<file path="config.mk">
export PLATFORM = sky130hd
export DESIGN_NAME = circular_deque
export DESIGN_NICKNAME = d
export VERILOG_FILES = /design/src/sv/cdq_pkg.sv /design/src/sv/cdq_mem.sv /design/src/sv/cdq_ctrl.sv /design/src/sv/circular_deque.sv
export SDC_FILE = /design/constraint.sdc
export NUM_CORES = 1
export LEC_CHECK = 0
export BUFFER_PORTS_ARGS = -buffer_cell sky130_fd_sc_hd__buf_2
export CAP_MARGIN = 20
export CORE_AREA = 2 2 211 213
export CTS_BUF_LIST = sky130_fd_sc_hd__clkbuf_4 sky130_fd_sc_hd__clkbuf_8
export DETAILED_ROUTE_END_ITERATION = 7
export DIE_AREA = 0 0 213 215
export GPL_ROUTABILITY_DRIVEN = 0
export SKIP_LAST_GASP = 1
export SLEW_MARGIN = 0
export SYNTH_ARGS = -nofsm -noshare
export SYNTH_HDL_FRONTEND = slang
export SYNTH_SLANG_ARGS = --single-unit
</file>
<file path="constraint.sdc">
create_clock -name clk -period 6.29 [get_ports clk]
set_input_delay 0.629 -clock clk [delete_from_list [all_inputs] [get_ports clk]]
set_output_delay 0.629 -clock clk [all_outputs]
set_load 0.05 [all_outputs]
</file>
<file path="src/sv/cdq_pkg.sv">
package cdq_pkg;

    localparam int DATA_W   = 32;
    localparam int OCC_W    = 4;

    typedef logic [1:0] action_t;
    typedef logic [1:0] status_t;

    localparam action_t ACT_PUSH_FRONT = 2'd0;
    localparam action_t ACT_PUSH_REAR  = 2'd1;
    localparam action_t ACT_POP_FRONT  = 2'd2;
    localparam action_t ACT_POP_REAR   = 2'd3;

    localparam status_t ST_DONE  = 2'd0;
    localparam status_t ST_FULL  = 2'd1;
    localparam status_t ST_EMPTY = 2'd2;

    typedef struct packed {
        logic wr_en;
        logic rd_en;
    } mem_ctl_t;

endpackage

</file>
<file path="src/sv/cdq_mem.sv">
module cdq_mem #(
    parameter int DEPTH = 8
) (
    input  logic                                    clk,
    input  cdq_pkg::mem_ctl_t                       ctl,
    input  logic [$clog2(DEPTH)-1:0]                addr,
    input  logic [cdq_pkg::DATA_W-1:0]              wr_data,
    output logic [cdq_pkg::DATA_W-1:0]              rd_data
);
    import cdq_pkg::*;

    logic [DATA_W-1:0] mem [DEPTH];
    logic [DATA_W-1:0] rd_data_reg;

    always_ff @(posedge clk)
    begin
        if (ctl.wr_en)
        begin
            mem[addr] <= wr_data;
        end
        if (ctl.rd_en)
        begin
            rd_data_reg <= mem[addr];
        end
    end

    assign rd_data = rd_data_reg;

endmodule

</file>
<file path="src/sv/cdq_ctrl.sv">
module cdq_ctrl #(
    parameter int DEPTH = 8
) (
    input  logic                                    clk,
    input  logic                                    rst_n,
    input  logic                                    start,
    input  cdq_pkg::action_t                        action,
    output cdq_pkg::mem_ctl_t                       mem_ctl,
    output logic [$clog2(DEPTH)-1:0]                mem_addr,
    output logic                                    done,
    output cdq_pkg::status_t                        status,
    output logic                                    pop_ok,
    output logic [$clog2(DEPTH+1)-1:0]              count
);
    import cdq_pkg::*;

    localparam int PTR_W = $clog2(DEPTH);
    localparam int CNT_W = $clog2(DEPTH + 1);
    localparam logic [PTR_W-1:0] PTR_LAST = PTR_W'(DEPTH - 1);
    localparam logic [CNT_W-1:0] CNT_FULL = CNT_W'(DEPTH);

    logic [PTR_W-1:0] head_reg, head_next;
    logic [PTR_W-1:0] tail_reg, tail_next;
    logic [CNT_W-1:0] count_reg, count_next;
    logic             done_reg;
    logic             pop_ok_reg;
    status_t          status_reg, status_next;

    logic is_push;
    logic is_empty;
    logic is_full;
    logic push_ok;
    logic pop_go;
    logic [PTR_W-1:0] head_inc, head_dec, tail_inc, tail_dec;

    assign is_push  = ~action[1];
    assign is_empty = (count_reg == '0);
    assign is_full  = (count_reg == CNT_FULL);
    assign push_ok  = start & is_push & ~is_full;
    assign pop_go   = start & ~is_push & ~is_empty;

    assign head_inc = (head_reg == PTR_LAST) ? '0 : head_reg + 1'b1;
    assign head_dec = (head_reg == '0) ? PTR_LAST : head_reg - 1'b1;
    assign tail_inc = (tail_reg == PTR_LAST) ? '0 : tail_reg + 1'b1;
    assign tail_dec = (tail_reg == '0) ? PTR_LAST : tail_reg - 1'b1;

    always_comb
    begin
        head_next   = head_reg;
        tail_next   = tail_reg;
        count_next  = count_reg;
        mem_addr    = head_reg;
        status_next = ST_DONE;
        if (start)
        begin
            unique case (action)
                ACT_PUSH_FRONT, ACT_PUSH_REAR:
                begin
                    if (is_full)
                    begin
                        status_next = ST_FULL;
                    end
                    else
                    begin
                        count_next = count_reg + 1'b1;
                        if (is_empty)
                        begin
                            // first element always lands in slot zero
                            head_next = '0;
                            tail_next = '0;
                            mem_addr  = '0;
                        end
                        else if (action == ACT_PUSH_FRONT)
                        begin
                            head_next = head_dec;
                            mem_addr  = head_dec;
                        end
                        else
                        begin
                            tail_next = tail_inc;
                            mem_addr  = tail_inc;
                        end
                    end
                end
                ACT_POP_FRONT, ACT_POP_REAR:
                begin
                    if (is_empty)
                    begin
                        status_next = ST_EMPTY;
                    end
                    else
                    begin
                        count_next = count_reg - 1'b1;
                        if (action == ACT_POP_FRONT)
                        begin
                            mem_addr  = head_reg;
                            head_next = head_inc;
                        end
                        else
                        begin
                            mem_addr  = tail_reg;
                            tail_next = tail_dec;
                        end
                        // last element gone: pointers back to slot zero
                        if (count_reg == CNT_W'(1))
                        begin
                            head_next = '0;
                            tail_next = '0;
                        end
                    end
                end
                default:
                begin
                    status_next = ST_DONE;
                end
            endcase
        end
    end

    assign mem_ctl.wr_en = push_ok;
    assign mem_ctl.rd_en = pop_go;

    always_ff @(posedge clk or negedge rst_n)
    begin
        if (!rst_n)
        begin
            head_reg   <= '0;
            tail_reg   <= '0;
            count_reg  <= '0;
            done_reg   <= 1'b0;
            pop_ok_reg <= 1'b0;
        end
        else
        begin
            head_reg   <= head_next;
            tail_reg   <= tail_next;
            count_reg  <= count_next;
            done_reg   <= start;
            pop_ok_reg <= pop_go;
        end
    end

    always_ff @(posedge clk)
    begin
        if (start)
        begin
            status_reg <= status_next;
        end
    end

    assign done   = done_reg;
    assign status = status_reg;
    assign pop_ok = pop_ok_reg;
    assign count  = count_reg;

endmodule

</file>
<file path="src/sv/circular_deque.sv">
// double-ended queue over a circular buffer of DEPTH 32-bit slots
//
// request channel: drive action and value with start high; the beat is taken
// at the rising edge where start is high and busy is low. busy stays low, so
// a new action may be issued every cycle.
// actions: push front, push rear, pop front, pop rear. a push into a full
// deque returns status full, a pop from an empty deque returns status empty;
// neither changes anything.
// result channel: one beat per action, in the cycle after it was taken, shown
// for exactly one cycle with done high: status, popped_value (zero unless a
// pop succeeded) and occupancy after the action (count modulo 16).
// throughput is one action per cycle: each action does a single access to the
// one-port slot memory, whose read data is registered.
// the receiver cannot stall; results are not held.
// reset clears pointers and count, so the deque starts empty; slot contents
// are left as they are and only slots written by a push are ever read.
module circular_deque #(
    parameter int DEPTH = 8
) (
    input  logic                                clk,
    input  logic                                rst_n,
    input  logic                                start,
    output logic                                busy,
    input  cdq_pkg::action_t                    action,
    input  logic signed [cdq_pkg::DATA_W-1:0]   value,
    output logic                                done,
    output cdq_pkg::status_t                    status,
    output logic signed [cdq_pkg::DATA_W-1:0]   popped_value,
    output logic [cdq_pkg::OCC_W-1:0]           occupancy
);
    import cdq_pkg::*;

    localparam int PTR_W = $clog2(DEPTH);
    localparam int CNT_W = $clog2(DEPTH + 1);

    mem_ctl_t          mem_ctl;
    logic [PTR_W-1:0]  mem_addr;
    logic [DATA_W-1:0] rd_data;
    logic              pop_ok;
    logic [CNT_W-1:0]  count;

    cdq_ctrl #(
        .DEPTH (DEPTH)
    ) u_ctrl (
        .clk      (clk),
        .rst_n    (rst_n),
        .start    (start),
        .action   (action),
        .mem_ctl  (mem_ctl),
        .mem_addr (mem_addr),
        .done     (done),
        .status   (status),
        .pop_ok   (pop_ok),
        .count    (count)
    );

    cdq_mem #(
        .DEPTH (DEPTH)
    ) u_mem (
        .clk     (clk),
        .ctl     (mem_ctl),
        .addr    (mem_addr),
        .wr_data (DATA_W'(value)),
        .rd_data (rd_data)
    );

    // busy is tied low: no action ever holds off the next one
    assign busy         = 1'b0;
    assign popped_value = pop_ok ? $signed(rd_data) : '0;
    assign occupancy    = OCC_W'(count);

`ifndef SYNTHESIS
    a_count_bound: assert property (@(posedge clk) disable iff (!rst_n)
        count <= CNT_W'(DEPTH))
        else $error("element count above depth");

    a_full_means_full: assert property (@(posedge clk) disable iff (!rst_n)
        done && status == ST_FULL |-> count == CNT_W'(DEPTH))
        else $error("full status while deque not full");

    a_empty_means_empty: assert property (@(posedge clk) disable iff (!rst_n)
        done && status == ST_EMPTY |-> count == '0)
        else $error("empty status while deque holds elements");

    a_pop_result: assert property (@(posedge clk) disable iff (!rst_n)
        pop_ok |-> done && status == ST_DONE)
        else $error("pop data without a completed pop beat");

    a_no_access_on_refusal: assert property (@(posedge clk) disable iff (!rst_n)
        mem_ctl.wr_en || mem_ctl.rd_en |=> done && status == ST_DONE)
        else $error("slot access for a refused action");
`endif

endmodule

</file>
==> impl_metrics.ini <==
[yosys]
synth_cells = 784
syn_avg_cell_area_sq_um = 15.90
ys_types = 54
synth.net_count = 832
synth-edff-count = 290
synth-seq-cells = 302
synth_top_flop_cell = edfxtp_1
ys_seq_area_share_pct = 72.25
synth-async-reset-ratio_pct = 3.974
ys_warn_count = 0
mappedNetlistArea_sq_um = 12470

[floorplan]
die_h_microns = 215
rows = 77
core_sq_um = 43640
initial_core_util_pct = 28.57
die_x_microns = 213
io_pins = 77
dieArea_sq_um = 45800

[clock_tree]
clk_pin_slew_ns = 0.06
cts_setup_buffers = 0
insertion_delay_ns = 0.60
root_buffer = clkbuf_8
cts_inserted_buffers = 47
cts.repair.resized = 0
clock_tree.buffer_depth = 3
clock-sinks = 302
htreeDepth = 2
cts_tree = done

[sta]
fin_crit_ns = 4.278
finalSetupViolCount = 0
fin_skew_ns = 0.03971
drv_slew = 0
finalHoldViolations = 0
slew-limit-headroom_pct = 35.72
holdWs_ns = 0.2996
tightest_slew_ns = 0.9641
max_freq_mhz = 233.8
period_share_pct = 68.01
tns_ns = 0
rsz0062_at_grt = no

[worst_hold_path]
whs_path_depth = 1
min_from = value[29]
holdPathEnd = u_mem.mem[0][29]
hold_path_class = input port to register

[grt]
antenna_found_initial = 5
grt_remaining_overflow = 0
grt_max_degree = 98
track_usage_pct = 13.36
grt_first_pass_wirelength_mm = 46.39
grt_pass1_vias = 7460

[critical_path]
cp_max_fo = 28
cp.required_ns = 6.56
critPathKind = register to register
r2r_start = u_ctrl.count[0]
worst_setup_path_end_kind = register
r2r_cells = 10
arrival_ns = 4.55
r2r-end = u_mem.mem[5][23]
worst-r2r-setup-slack_ns = 2.01
crit_path_start_kind = register

[final_layout]
multiInputGateArea_sq_um = 3174
utilization_pct = 33.07
area_delta_synth_final_pct = 15.76
largest_reg_flops = 256
fin_area_sq_um = 14430
fill_cells = 4238
drive_above_1_share_pct = 20.80
seq_area_sq_um = 9009
final_nets = 913

[power_and_ir_drop]
total_power_mw = 6.407
vdd_drop_max_v = 0.0002704
p_leak_nw = 4.933
powerDensity_nw_per_um2 = 443.9

[routing]
routed-via-count = 7359
routedWlPerCell_microns = 20.50
route.detailed.drc = 0
postRouteAntennaNets = 0
dr.pass1.iters = 5
detail_route.iter0.violations = 512
routed_via_density = 4.916
routed_wl_mm = 30.68

[place]
io_buffers = 75
dpl_cell_area_sq_um = 13480
dpl.hpwl_mm = 16.56

[flow_run]
max-cap-violations = 0

[run_status]
status = complete, no violations
[final cells by class]
cell class | count | area share, %
Sequential cell | 302 | 62.41
Antenna cell | 1 | 0.01734
Clock inverter | 28 | 1.300
Clock buffer | 60 | 5.201
Multi-Input combinational cell | 409 | 21.99
Tap cell | 592 | 5.132
Inverter | 9 | 0.2341
Timing Repair Buffer | 96 | 3.710
[critical path, cell delays in order, from the launching register on]
cell,delay (ns)
dfrtp_1,0.43
inv_1,0.12
ha_1,0.23
nor3b_4,0.56
o2bb2ai_1,0.12
a21boi_1,0.42
or2_1,0.37
buf_4,0.42
nand2_1,0.22
nor2_4,0.72
buf_4,0.35
[how the worst max path moves through the flow]
stage	startpoint	endpoint	slack, ns	depth (start not counted)
floorplan	u_ctrl.count[0]	u_mem.mem[2][0]	2.14	11
global placement	u_ctrl.count[0]	u_mem.mem[5][15]	2.16	10
detailed placement	u_ctrl.count[0]	u_mem.mem[5][13]	2.03	10
CTS	u_ctrl.count[0]	u_mem.mem[5][15]	2.01	10
global route	u_ctrl.count[1]	u_mem.mem[5][23]	1.73	10
finish	u_ctrl.count[0]	u_mem.mem[5][23]	2.01	10
[where the power goes]
part	switching (mW)	leakage (nW)	internal (mW)
logic	1.46	1.68	0.656
clock network	0.773	0.481	0.871
registers	0.105	2.77	2.55
[metal layers]
layer	global-route usage [%]	vias up	part of all wire [%]
li1	-	3362	-
met1	18.20	3732	45
met2	21.64	207	48
met3	2.660	52	4.9
met4	3.613	6	1.8
met5	0	-	0.10
[cell families after synthesis]
| family | share of synthesized area [%] |
|---|---|
| buffers and inverters | 2.990 |
| adder cells (fa/ha/maj) | 1.104 |
| multiplexers | 2.659 |
| AO/OA/AOI/OAI | 11.62 |
| AND/OR/NAND/NOR | 9.062 |
| XOR/XNOR | 0.2810 |
| other | 0.03008 |
| flip-flops | 72.25 |
[stage by stage]
step | cells | setup WS [ns]
floorplan | 784 | 2.137
global placement | 1407 | 2.161
detailed placement | 1407 | 2.033
CTS | 1496 | 2.009
global route | 1497 | 1.726
finish | 1497 | 2.012
[synthesized netlist by cell type, drive strengths merged, types with 2 or more instances]
cell type,n,area (sq um)
ha,11,137.6
a211o,2,17.52
a211oi,33,247.7
edfxtp,290,8708
and2,34,212.7
xnor2,3,26.28
a2111oi,96,878.3
and3,97,606.8
nand2,13,51.30
nor2,23,86.33
buf,34,226.5
a21boi,2,18.77
or2,3,18.77
nand2b,5,31.28
a21oi,8,43.79
nand3,2,10.01
inv,9,33.78
mux2i,32,320.3
nor3b,2,31.28
clkbuf,30,112.6
o211ai,3,36.28
nor4,2,12.51
o21ai,13,65.06
dfrtp,12,300.3
nor3,6,35.03
[cells in the final DEF (no fill, tap or decap), types with 9 or more instances in the layout]
| master | n |
|---|---|
| clkinv_1 | 20 |
| buf_4 | 20 |
| a211oi_1 | 33 |
| mux2i_1 | 32 |
| clkbuf_8 | 48 |
| o21ai_0 | 13 |
| and3_1 | 97 |
| a2111oi_1 | 30 |
| edfxtp_1 | 290 |
| and2_1 | 34 |
| nand2_1 | 12 |
| nor2_4 | 9 |
| ha_1 | 11 |
| nor2_1 | 11 |
| inv_1 | 9 |
| dfrtp_1 | 12 |
| a2111oi_0 | 66 |
| buf_2 | 75 |
| clkbuf_4 | 12 |
[what timing repair did]
action                                  in CTS  in global routing
endpoints found under the setup margin       0                  0
hold endpoints to repair                    12                  0
hold buffers                                 1                  0
Power figures use the tool's default switching activity.
